--- src/hdl/brs_pkg.sv ---
package brs_pkg;

  localparam int LENGTH_WIDTH = 32;
  localparam int WORD_BITS    = 64;
  localparam int IDX_W        = 6;
  localparam int START_W      = 6;
  localparam int LEN_IN_W     = 32;
  localparam int INDEX_W      = 32;
  // Stream positions cover start plus length, one bit more than the length.
  localparam int END_W        = LENGTH_WIDTH + 1;
  localparam int BASE_HI_W    = END_W - IDX_W;

  typedef struct packed {
    logic [WORD_BITS-1:0] word;
    logic [START_W-1:0]   start_offset;
    logic [LEN_IN_W-1:0]  length;
    logic                 seek_zero;
    logic                 from_top;
    logic                 first;
    logic                 last;
  } scan_item_t;

  typedef struct packed {
    logic               found;
    logic [INDEX_W-1:0] bit_index;
  } scan_result_t;

  // One masked word on its way from the front to the back.
  typedef struct packed {
    logic [WORD_BITS-1:0] word;
    logic [BASE_HI_W-1:0] base_hi;
    logic [START_W-1:0]   start;
    logic                 from_top;
    logic                 first;
    logic                 last;
  } work_t;

endpackage

--- src/hdl/brs_front.sv ---
module brs_front (
  input  logic                clk,
  input  logic                rst,
  input  logic                push,
  input  logic                full,
  input  brs_pkg::scan_item_t scan_item,
  output logic                wr_en,
  output brs_pkg::work_t      ent
);

  localparam logic [brs_pkg::END_W-1:0] BASE_CAP =
    {{(brs_pkg::END_W-brs_pkg::IDX_W){1'b1}}, {brs_pkg::IDX_W{1'b0}}};
  localparam logic [brs_pkg::END_W-1:0] BASE_STEP =
    brs_pkg::END_W'(brs_pkg::WORD_BITS);

  logic [brs_pkg::END_W-1:0]   word_base;
  logic [brs_pkg::END_W-1:0]   range_end;
  logic [brs_pkg::START_W-1:0] range_start;
  logic [1:0]                  mode_flags;

  logic [brs_pkg::END_W-1:0]     len_ext;
  logic [brs_pkg::END_W-1:0]     end_in;
  logic [brs_pkg::END_W-1:0]     rem;
  logic                          in_range;
  logic [brs_pkg::START_W-1:0]   start_cur;
  logic [brs_pkg::IDX_W-1:0]     lo;
  logic                          seek_cur;
  logic                          top_cur;
  logic [brs_pkg::WORD_BITS-1:0] hi_mask;
  logic [brs_pkg::WORD_BITS-1:0] lo_mask;
  logic [brs_pkg::WORD_BITS-1:0] mask;
  logic [brs_pkg::WORD_BITS-1:0] w;

  assign wr_en = push && !full;

  always_comb begin
    len_ext   = brs_pkg::END_W'(scan_item.length[brs_pkg::LENGTH_WIDTH-1:0]);
    end_in    = brs_pkg::END_W'(scan_item.start_offset) + len_ext;
    start_cur = scan_item.first ? scan_item.start_offset : range_start;
    seek_cur  = scan_item.first ? scan_item.seek_zero : mode_flags[0];
    top_cur   = scan_item.first ? scan_item.from_top : mode_flags[1];
    // A new scan starts at stream position zero, so no subtraction is needed then.
    if (scan_item.first) begin
      rem      = end_in;
      in_range = end_in != '0;
    end else begin
      rem      = range_end - word_base;
      in_range = range_end > word_base;
    end
    // Only the word at stream position zero holds the start bit.
    lo = (scan_item.first || word_base == '0) ? start_cur : '0;
    if (rem >= BASE_STEP) begin
      hi_mask = '1;
    end else begin
      hi_mask = (brs_pkg::WORD_BITS'(1) << rem[brs_pkg::IDX_W-1:0]) - 1'b1;
    end
    lo_mask = ~((brs_pkg::WORD_BITS'(1) << lo) - 1'b1);
    mask    = in_range ? (hi_mask & lo_mask) : '0;
    w       = (seek_cur ? ~scan_item.word : scan_item.word) & mask;

    ent.word     = w;
    ent.base_hi  = scan_item.first ? '0 : word_base[brs_pkg::END_W-1:brs_pkg::IDX_W];
    ent.start    = start_cur;
    ent.from_top = top_cur;
    ent.first    = scan_item.first;
    ent.last     = scan_item.last;
  end

  always_ff @(posedge clk) begin
    if (rst) begin
      word_base   <= '0;
      range_end   <= '0;
      range_start <= '0;
      mode_flags  <= '0;
    end else if (wr_en) begin
      if (scan_item.first) begin
        word_base   <= BASE_STEP;
        range_end   <= end_in;
        range_start <= scan_item.start_offset;
        mode_flags  <= {scan_item.from_top, scan_item.seek_zero};
      end else if (word_base < BASE_CAP) begin
        word_base <= word_base + BASE_STEP;
      end
    end
  end

`ifndef SYNTHESIS
  a_zero_length_no_bits: assert property (@(posedge clk) disable iff (rst)
    (wr_en && scan_item.first && scan_item.length[brs_pkg::LENGTH_WIDTH-1:0] == '0)
      |-> ent.word == '0)
    else $error("zero-length range let bits through the mask");
`endif

endmodule

--- src/hdl/brs_queue.sv ---
module brs_queue (
  input  logic           clk,
  input  logic           rst,
  input  logic           wr_en,
  input  brs_pkg::work_t din,
  input  logic           rd_en,
  output brs_pkg::work_t dout,
  output logic           full,
  output logic           empty
);

  brs_pkg::work_t mem [2];
  logic           wr_ptr;
  logic           rd_ptr;
  logic [1:0]     count;

  assign full  = count == 2'd2;
  assign empty = count == 2'd0;
  assign dout  = mem[rd_ptr];

  always_ff @(posedge clk) begin
    if (wr_en) begin
      mem[wr_ptr] <= din;
    end
  end

  always_ff @(posedge clk) begin
    if (rst) begin
      wr_ptr <= 1'b0;
      rd_ptr <= 1'b0;
      count  <= 2'd0;
    end else begin
      if (wr_en) begin
        wr_ptr <= ~wr_ptr;
      end
      if (rd_en) begin
        rd_ptr <= ~rd_ptr;
      end
      case ({wr_en, rd_en})
        2'b10:   count <= count + 2'd1;
        2'b01:   count <= count - 2'd1;
        default: count <= count;
      endcase
    end
  end

`ifndef SYNTHESIS
  a_queue_bounds: assert property (@(posedge clk) disable iff (rst)
    !(wr_en && full) && !(rd_en && empty) && count != 2'd3)
    else $error("work queue overrun or underrun");
`endif

endmodule

--- src/hdl/brs_back.sv ---
module brs_back (
  input  logic                  clk,
  input  logic                  rst,
  input  brs_pkg::work_t        head,
  input  logic                  q_empty,
  output logic                  q_rd,
  input  logic                  pop,
  output logic                  empty,
  output brs_pkg::scan_result_t scan_result
);

  logic                              hit_valid;
  logic [brs_pkg::LENGTH_WIDTH-1:0]  hit_position;
  logic                              hit_valid_next;
  logic [brs_pkg::LENGTH_WIDTH-1:0]  hit_position_next;
  logic                              valid_cur;
  logic [brs_pkg::LENGTH_WIDTH-1:0]  pos_cur;
  logic [brs_pkg::IDX_W-1:0]         sel_idx;
  logic [brs_pkg::END_W-1:0]         stream_pos;
  logic [brs_pkg::LENGTH_WIDTH-1:0]  rel_pos;

  brs_pkg::scan_result_t res_mem [2];
  logic                  res_wr_ptr;
  logic                  res_rd_ptr;
  logic [1:0]            res_count;
  logic                  res_wr;
  logic                  res_rd;
  brs_pkg::scan_result_t res_new;

  function automatic logic [brs_pkg::IDX_W-1:0] low_set(
    input logic [brs_pkg::WORD_BITS-1:0] w
  );
    logic [brs_pkg::IDX_W-1:0] idx;
    idx = '0;
    for (int i = brs_pkg::WORD_BITS - 1; i >= 0; i--) begin
      if (w[i]) begin
        idx = brs_pkg::IDX_W'(i);
      end
    end
    return idx;
  endfunction

  function automatic logic [brs_pkg::IDX_W-1:0] high_set(
    input logic [brs_pkg::WORD_BITS-1:0] w
  );
    logic [brs_pkg::IDX_W-1:0] idx;
    idx = '0;
    for (int i = 0; i < brs_pkg::WORD_BITS; i++) begin
      if (w[i]) begin
        idx = brs_pkg::IDX_W'(i);
      end
    end
    return idx;
  endfunction

  // A word that closes a scan needs room for its result.
  assign q_rd   = !q_empty && (!head.last || res_count != 2'd2);
  assign res_wr = q_rd && head.last;
  assign res_rd = pop && !empty;
  assign empty  = res_count == 2'd0;
  assign scan_result = res_mem[res_rd_ptr];

  always_comb begin
    valid_cur  = head.first ? 1'b0 : hit_valid;
    pos_cur    = head.first ? '0 : hit_position;
    sel_idx    = head.from_top ? high_set(head.word) : low_set(head.word);
    // Word base is a multiple of the word size, so the bit index fills the low bits.
    stream_pos = {head.base_hi, sel_idx} - brs_pkg::END_W'(head.start);
    rel_pos    = stream_pos[brs_pkg::LENGTH_WIDTH-1:0];
    hit_valid_next    = valid_cur;
    hit_position_next = pos_cur;
    if (head.word != '0 && (head.from_top || !valid_cur)) begin
      hit_valid_next    = 1'b1;
      hit_position_next = rel_pos;
    end
    res_new.found     = hit_valid_next;
    res_new.bit_index = hit_valid_next ? brs_pkg::INDEX_W'(hit_position_next) : '0;
  end

  always_ff @(posedge clk) begin
    if (res_wr) begin
      res_mem[res_wr_ptr] <= res_new;
    end
  end

  always_ff @(posedge clk) begin
    if (rst) begin
      hit_valid    <= 1'b0;
      hit_position <= '0;
      res_wr_ptr   <= 1'b0;
      res_rd_ptr   <= 1'b0;
      res_count    <= 2'd0;
    end else begin
      if (q_rd) begin
        hit_valid    <= hit_valid_next;
        hit_position <= hit_position_next;
      end
      if (res_wr) begin
        res_wr_ptr <= ~res_wr_ptr;
      end
      if (res_rd) begin
        res_rd_ptr <= ~res_rd_ptr;
      end
      case ({res_wr, res_rd})
        2'b10:   res_count <= res_count + 2'd1;
        2'b01:   res_count <= res_count - 2'd1;
        default: res_count <= res_count;
      endcase
    end
  end

`ifndef SYNTHESIS
  a_miss_index_zero: assert property (@(posedge clk) disable iff (rst)
    (!empty && !scan_result.found) |-> scan_result.bit_index == '0)
    else $error("result without a match carries a nonzero index");

  a_first_empty_word_clears: assert property (@(posedge clk) disable iff (rst)
    (q_rd && head.first && head.word == '0) |=> !hit_valid && hit_position == '0)
    else $error("new scan kept a match from the previous one");

  a_result_slot_free: assert property (@(posedge clk) disable iff (rst)
    res_wr |-> (res_count != 2'd2 || res_rd) && res_count != 2'd3)
    else $error("result queue overrun");
`endif

endmodule

--- src/hdl/bit_range_first_last_scan.sv ---
// Bit range scanner: finds the lowest or highest set (or clear) bit in a
// range of a memory region that streams in as 64-bit words, lowest first.
// Input channel: an item is taken at a clock edge with push high and full
// low. The word marked first carries the start bit, range length and the
// two mode flags; the word marked last closes the scan and yields one
// result. Words before any first word never match.
// Result channel: while empty is low the oldest result (found, bit_index
// relative to the start bit) is on scan_result; it is taken at an edge
// with pop high. Results queue in a two-entry buffer.
// Throughput is one word per cycle while no closing word waits for room in
// the result buffer. A last word passes through the work queue between the
// masking front end and the priority-encode back end; its result is
// registered in the result buffer when the back end takes the word.
// When the receiver stalls, the back end keeps draining words that close
// no scan; full rises once the result buffer holds two results and two
// words, the oldest of them closing a scan, wait in the work queue.
// Reset clears the range, the running match and both queues.
module bit_range_first_last_scan (
  input  logic                  clk,
  input  logic                  rst,
  input  logic                  push,
  output logic                  full,
  input  brs_pkg::scan_item_t   scan_item,
  output logic                  empty,
  input  logic                  pop,
  output brs_pkg::scan_result_t scan_result
);

  brs_pkg::work_t ent;
  brs_pkg::work_t head;
  logic           wr_en;
  logic           q_rd;
  logic           q_empty;

  brs_front u_front (
    .clk       (clk),
    .rst       (rst),
    .push      (push),
    .full      (full),
    .scan_item (scan_item),
    .wr_en     (wr_en),
    .ent       (ent)
  );

  brs_queue u_queue (
    .clk   (clk),
    .rst   (rst),
    .wr_en (wr_en),
    .din   (ent),
    .rd_en (q_rd),
    .dout  (head),
    .full  (full),
    .empty (q_empty)
  );

  brs_back u_back (
    .clk         (clk),
    .rst         (rst),
    .head        (head),
    .q_empty     (q_empty),
    .q_rd        (q_rd),
    .pop         (pop),
    .empty       (empty),
    .scan_result (scan_result)
  );

endmodule
--- config.mk ---
export PLATFORM = sky130hd
export DESIGN_NAME = bit_range_first_last_scan
export DESIGN_NICKNAME = d
export VERILOG_FILES = /design/src/hdl/brs_pkg.sv /design/src/hdl/brs_front.sv /design/src/hdl/brs_queue.sv /design/src/hdl/brs_back.sv /design/src/hdl/bit_range_first_last_scan.sv
export SDC_FILE = /design/constraint.sdc
export NUM_CORES = 1
export LEC_CHECK = 0
export BUFFER_PORTS_ARGS = -buffer_cell sky130_fd_sc_hd__buf_2
export CAP_MARGIN = 20
export CORE_UTILIZATION = 65
export CTS_CLUSTER_SIZE = 40
export DETAILED_ROUTE_END_ITERATION = 8
export GPL_ROUTABILITY_DRIVEN = 1
export PLACE_DENSITY = 0.84
export RECOVER_POWER = 50
export SYNTH_ARGS = -nofsm -noshare
export SYNTH_HDL_FRONTEND = slang
export SYNTH_SLANG_ARGS = --single-unit
--- constraint.sdc ---
create_clock -name clk -period 12.25 [get_ports clk]
set_input_delay 1.225 -clock clk [delete_from_list [all_inputs] [get_ports clk]]
set_output_delay 1.225 -clock clk [all_outputs]
set_load 0.05 [all_outputs]
==> results of run 1 <==
## logic make-up after synthesis
kind of cell / synth area share (%)
buf+inv: 4.171
compound gates: 20.22
flops: 42.50
simple gates: 19.32
fa+ha+maj: 2.683
xor+xnor: 6.382
other cells: 0.03145
mux: 4.690
## worst min-delay path, stage by stage, from the launching register on
cell and delay, ps:
dfxtp_1 310, nand2_1 50, a21oi_1 50
## cells in the mapped netlist (13+ instances only)
library cell,count,area (um2)
o31ai_1,23,172.7
or2_2,19,118.9
mux2_2,47,529.3
a31oi_1,73,456.7
nor3_1,95,475.5
nor3b_1,15,112.6
a311oi_1,22,192.7
xor2_1,60,525.5
buf_2,28,140.1
a21oi_1,175,875.8
a2111oi_0,13,113.9
o211ai_1,21,157.7
xnor2_1,114,998.5
nor4_1,24,150.1
mux2i_1,59,590.6
clkbuf_1,104,390.4
dfxtp_1,111,2222
a211oi_1,77,578.1
inv_1,87,326.6
edfxtp_1,264,7928
and3_1,35,219.0
nor2_1,354,1329
nor2b_1,22,137.6
nand4_1,36,225.2
or3_1,24,150.1
nand3_1,71,355.3
nand2b_1,25,156.4
o21a_1,18,135.1
nand2_1,172,645.6
a21o_1,17,127.6
o21ai_0,157,785.8
ha_1,48,600.6
and2_1,16,100.1
## power breakdown
part / internal (mW) / switching, mW
Sequential: 1.72 / 0.196
Combinational: 0.752 / 1.58
Clock: 0.712 / 0.535
Total: 3.19 / 2.31
## registers in the layout (all words and copies together) (netlist names), named ones only
register	flops
u_queue.count	2
u_queue.wr_ptr	1
u_back.hit_position	32
u_front.mode_flags	2
u_front.range_start	6
u_queue.rd_ptr	1
u_back.res_wr_ptr	1
u_front.range_end	33
u_front.word_base	27
u_back.res_rd_ptr	1
u_back.res_mem	66
u_back.hit_valid	1
u_back.res_count	2
u_queue.mem	198
## layout make-up
cell class / count / share of cell area [%]
clock buffers: 52 / 4.197
clock inverters: 22 / 1.088
inverters: 92 / 1.322
multi-input cells: 2026 / 48.87
flip-flops and latches: 375 / 38.86
well taps: 461 / 2.209
repair buffers: 178 / 3.454
## stage by stage
stage / instance area [um2] / total power [mW]
5_1_grt: 26120 / 5.734
6_report: 26120 / 5.498
3_3_place_gp: 24820 / 4.089
3_5_place_dp: 24820 / 4.165
4_1_cts: 26200 / 5.423
2_1_floorplan: 23880 / 3.537
## worst paths after layout
path,start,end,slack (ps)
setup / recovery,scan_item[1],u_queue.mem[0][86]$_DFFE_PP_,3270
hold / removal,u_front.mode_flags[1]$_SDFFE_PP0P_,u_front.mode_flags[1]$_SDFFE_PP0P_,460
setup reg to reg,flop,u_back.hit_position[29]$_SDFFE_PP0P_,3600
hold reg to reg,u_front.mode_flags[1]$_SDFFE_PP0P_,u_front.mode_flags[1]$_SDFFE_PP0P_,460
## per-layer routing
layer	global-route usage (%)	vias up
met1	56.13	10640
met3	6.993	202
met2	61.75	1538
met4	11.85	0
li1	-	10020
met5	0	-
==> impl_metrics.toml, run 1 <==
[status]
outcome = "complete, but fails checks"
violations = "capacitance limit, slew limit"

[critical_path]
crit_family = "buffers and inverters"
cpMostUsedCell = "nand2_1"
endpoint_kind = "flop"
max_stage_delay_ps = 2440
arrival_ps = 9210
worstPathBufferInverterCount = 3
path_cells = "buf_2 -> clkbuf_1 -> inv_1 -> or3_1 -> o31a_1 -> nor2_1 -> nand2_1 -> nand2_1 -> nand2_1 -> ha_1 -> o21ai_1 -> a21oi_1 -> nand2_1 -> a21oi_1 -> a311oi_1"
critical_path_required_ps = 12480
crit_fanout = 71
critPathLaunchType = "input pin"
slowest_stage = "clkbuf_1"
cp.depth = 15
reg2reg_depth = 22
critical_path_class = "in -> reg"

[placed_design]
numPortBuffers = 144
place.gp.congestion = 1.000
dp_slack_ps = 5528
hpwl_um = 55040
dp_cells = 3131

[timing]
fmax_mhz = 111.4
max_slew_margin_pct = -184.2
drv_slew = 547
fin_tns_setup_ps = 0
setup_viol = 0
final.period_utilization_pct = 73.29
worstMarginPinSlew_ps = 4263
holdWs_ps = 457.7
finClkSkew_ps = 40.22
finalHoldViolations = 0
fin_crit_ps = 8978
rsz0062_at_grt = "false"
setup_ws_ps = 3272

[cells_and_area]
fin_util_pct = 72.89
drive_gt1_share_pct = 10.38
register_area_mm2 = 0.01015
layout_commonest_cell = "nor2_1"
fin_nets = 2873
final_cell_mix = "nor2_1, edfxtp_1, a21oi_1"
fillerInstances = 2555
multiInputGateArea_mm2 = 0.01276
antenna_cells = 0
fin_cells = 3206
syn_to_final_growth_pct = 9.369

[die]
start_util_pct = 66.65
dieHeight_um = 193.7
coreArea_mm2 = 0.03583
top_level_ports = 145
die_w_um = 193.7
dieArea_mm2 = 0.03751
rows = 69

[global_routing]
grt-ovfl-total = 0
grt_pass1_wl_um = 116900
grt_pass1_vias = 20760
grt_max_degree = 101
track_usage_pct = 39.49
antenna_found_initial = 1

[logic_synthesis]
ys_seq_area_share_pct = 42.50
synth_cells = 2642
syn_nets = 2802
yosysWarnings = 0
synth_enable_flop_cells = 264
ys_ff_latch = 375
synth.distinct_cells = 89
syn_area_mm2 = 0.02388
synthFlopType = "edfxtp_1"
synthArstFlopShare_pct = 0
syn_area_per_cell_um2 = 9.038

[routing]
route.detailed.drc = 0
drtIter0Drc = 2783
dr.pass1.iters = 7
wl_per_cell_um = 23.63
wl_met3_um = 8811
final_antenna_net_count = 0
wl_met1_um = 30970
dr.max_layer_used = "met4"
met2WireLength_um = 33680
vias = 22390
via_per_inst = 6.985
wirelength_um = 75760

[clock_tree]
cts_resized = 0
clock-sinks = 375
cts_buffers = 40
clockBufferDepth = 3
cts_tree = "done"
htree_levels = 2
cts_setup_buffers = 0
ctsHoldBuffers = 0
clk_latency_ps = 580
root_buffer = "clkbuf_16"
clk_pin_slew_ps = 60

[run]
cap_violations = 10

[power]
powerDensity_mw_per_mm2 = 210.5
p_leak_nw = 9.216
ir_worst_vdd_v = 0.0001051

[min_path]
hold_depth = 2
min_path_type = "reg -> reg"
No activity file was read; power rests on OpenSTA's default activity.
==> run 2: changes to the inputs <==
CORE_UTILIZATION = 62   (was 65)
PLACE_DENSITY = 0.81   (was 0.84)
clock period = 8.9 ns   (was 12.25 ns; I/O delays follow)
==> impl_metrics.toml, run 2 (synthesis results as in run 1) <==
[status]
outcome = "complete, but fails checks"
violations = "capacitance limit, slew limit"

[routing]
wl_per_cell_um = 23.43
route.detailed.drc = 0
wirelength_um = 76320
via_per_inst = 6.788
final_antenna_net_count = 0
drtIter0Drc = 2763
dr.pass1.iters = 6
vias = 22110

[cells_and_area]
register_area_mm2 = 0.01015
antenna_cells = 0
fillerInstances = 2830
layout_commonest_cell = "nor2_1"
fin_cells = 3258
drive_gt1_share_pct = 10.85
largest_register = "u_queue.mem"
final_cell_mix = "nor2_1, edfxtp_1, a21oi_1"
syn_to_final_growth_pct = 9.950
multiInputGateArea_mm2 = 0.01277
fin_nets = 2875
reg_top3 = "u_queue.mem: 198 flops, u_back.res_mem: 66 flops, u_front.range_end: 33 flops"
largest_register_ffs = 198

[clock_tree]
htree_levels = 2
clockBufferDepth = 3
root_buffer = "clkbuf_16"
cts_buffers = 40
clk_latency_ps = 600
clock-sinks = 375
cts_setup_buffers = 0
cts_tree = "done"
clk_pin_slew_ps = 60
ctsHoldBuffers = 0
cts_resized = 0

[global_routing]
grt_pass1_vias = 20320
track_usage_pct = 38.22
grt_max_degree = 99
grt_pass1_wl_um = 115500
grt-ovfl-total = 0
antenna_found_initial = 0

[die]
top_level_ports = 145
die_w_um = 198.3
dieHeight_um = 198.3
dieArea_mm2 = 0.03930
rows = 71
start_util_pct = 63.25
coreArea_mm2 = 0.03776

[timing]
fmax_mhz = 152.0
setup_ws_ps = 2319
final.period_utilization_pct = 73.94
fin_tns_setup_ps = 0
finalHoldViolations = 0
max_slew_margin_pct = -187.7
setup_viol = 0
drv_slew = 333
rsz0062_at_grt = "false"
worstMarginPinSlew_ps = 4316
fin_crit_ps = 6581
finClkSkew_ps = 42.19

[placed_design]
hpwl_um = 54660
dp_cells = 3183
numPortBuffers = 144
dp_slack_ps = 2572
place.gp.congestion = 1.010

[critical_path]
critical_path_class = "reg -> reg"
reg2reg_depth = 22
r2r_slack_ps = 2320
endpoint_kind = "flop"
crit_fanout = 98
arrival_ps = 6860
timing.critical_path.to = "u_back.hit_position[29]$_SDFFE_PP0P_"
critPathLaunchType = "flop"
r2r-end = "u_back.hit_position[29]$_SDFFE_PP0P_"
critical_path_required_ps = 9180

[min_path]
min_path_type = "reg -> reg"

[power]
powerDensity_mw_per_mm2 = 290.9
p_leak_nw = 9.267
ir_worst_vdd_v = 0.0001991

[run]
cap_violations = 7
[run 2: cell type report]
class	instances	area share, %
clock buffer	49	4.094
clock inverter	25	1.320
inverter	92	1.315
multi-input combinational	2026	48.62
sequential	375	38.67
tap	511	2.435
timing repair buffer	180	3.541
[run 2: routing by layer]
metal  wire length (um)  global-route usage, %  share of wire (%)
met1              31460                  54.28                 41
met4               2249                  12.14                2.9
met2              33920                  59.35                 44
met5                  0                      0                  0
met3               8703                  6.404                 11
[run 2: power by group]
| group | internal [mW] | leakage (nW) | total, mW | switching [mW] |
|---|---|---|---|---|
| Combinational | 1.02 | 5.17 | 3.23 | 2.21 |
| Clock | 1.03 | 0.683 | 1.79 | 0.756 |
| Sequential | 2.38 | 3.41 | 2.62 | 0.244 |
[run 2: worst min path at each step]
stage                                        from                                 end  slack [ps]  depth (start not counted)
3_3_place_gp   u_front.mode_flags[1]$_SDFFE_PP0P_  u_front.mode_flags[1]$_SDFFE_PP0P_         440                          2
6_report       u_front.mode_flags[1]$_SDFFE_PP0P_  u_front.mode_flags[1]$_SDFFE_PP0P_         460                          2
4_1_cts        u_front.mode_flags[1]$_SDFFE_PP0P_  u_front.mode_flags[1]$_SDFFE_PP0P_         450                          2
2_1_floorplan  u_front.mode_flags[1]$_SDFFE_PP0P_  u_front.mode_flags[1]$_SDFFE_PP0P_         430                          2
3_5_place_dp   u_front.mode_flags[1]$_SDFFE_PP0P_  u_front.mode_flags[1]$_SDFFE_PP0P_         440                          2
5_1_grt        u_front.mode_flags[1]$_SDFFE_PP0P_  u_front.mode_flags[1]$_SDFFE_PP0P_         480                          2
[run 2: through the flow]
stage               cell area (um2)  utilization, %  hold WS [ps]  total power, mW
global route                  26260           69.54         478.6            7.950
floorplan                     23880               -         433.8            4.868
CTS                           26320           69.71         453.4            7.533
global placement              24890           65.93         443.2            5.648
detailed placement            24900           65.95         445.0            5.733
finish                        26260           69.54         456.6            7.638
[run 2: critical path, cell delays in order, from the launching register on]
cell and delay (ps):
dfxtp_4 570, buf_4 820, nor3_1 140, a21oi_1 330, o21ai_0 140, a21boi_1 180, o22ai_1 110, a221oi_1 310
nor3_1 100, o311a_1 360, o211ai_1 270, o311ai_0 210, ha_1 330, nor2b_1 120, o21ai_0 230, a21oi_1 140
o21a_1 210, o21ai_0 430, nand3_1 320, nor4_1 350, xnor2_1 150, a21oi_1 260, a211oi_1 110
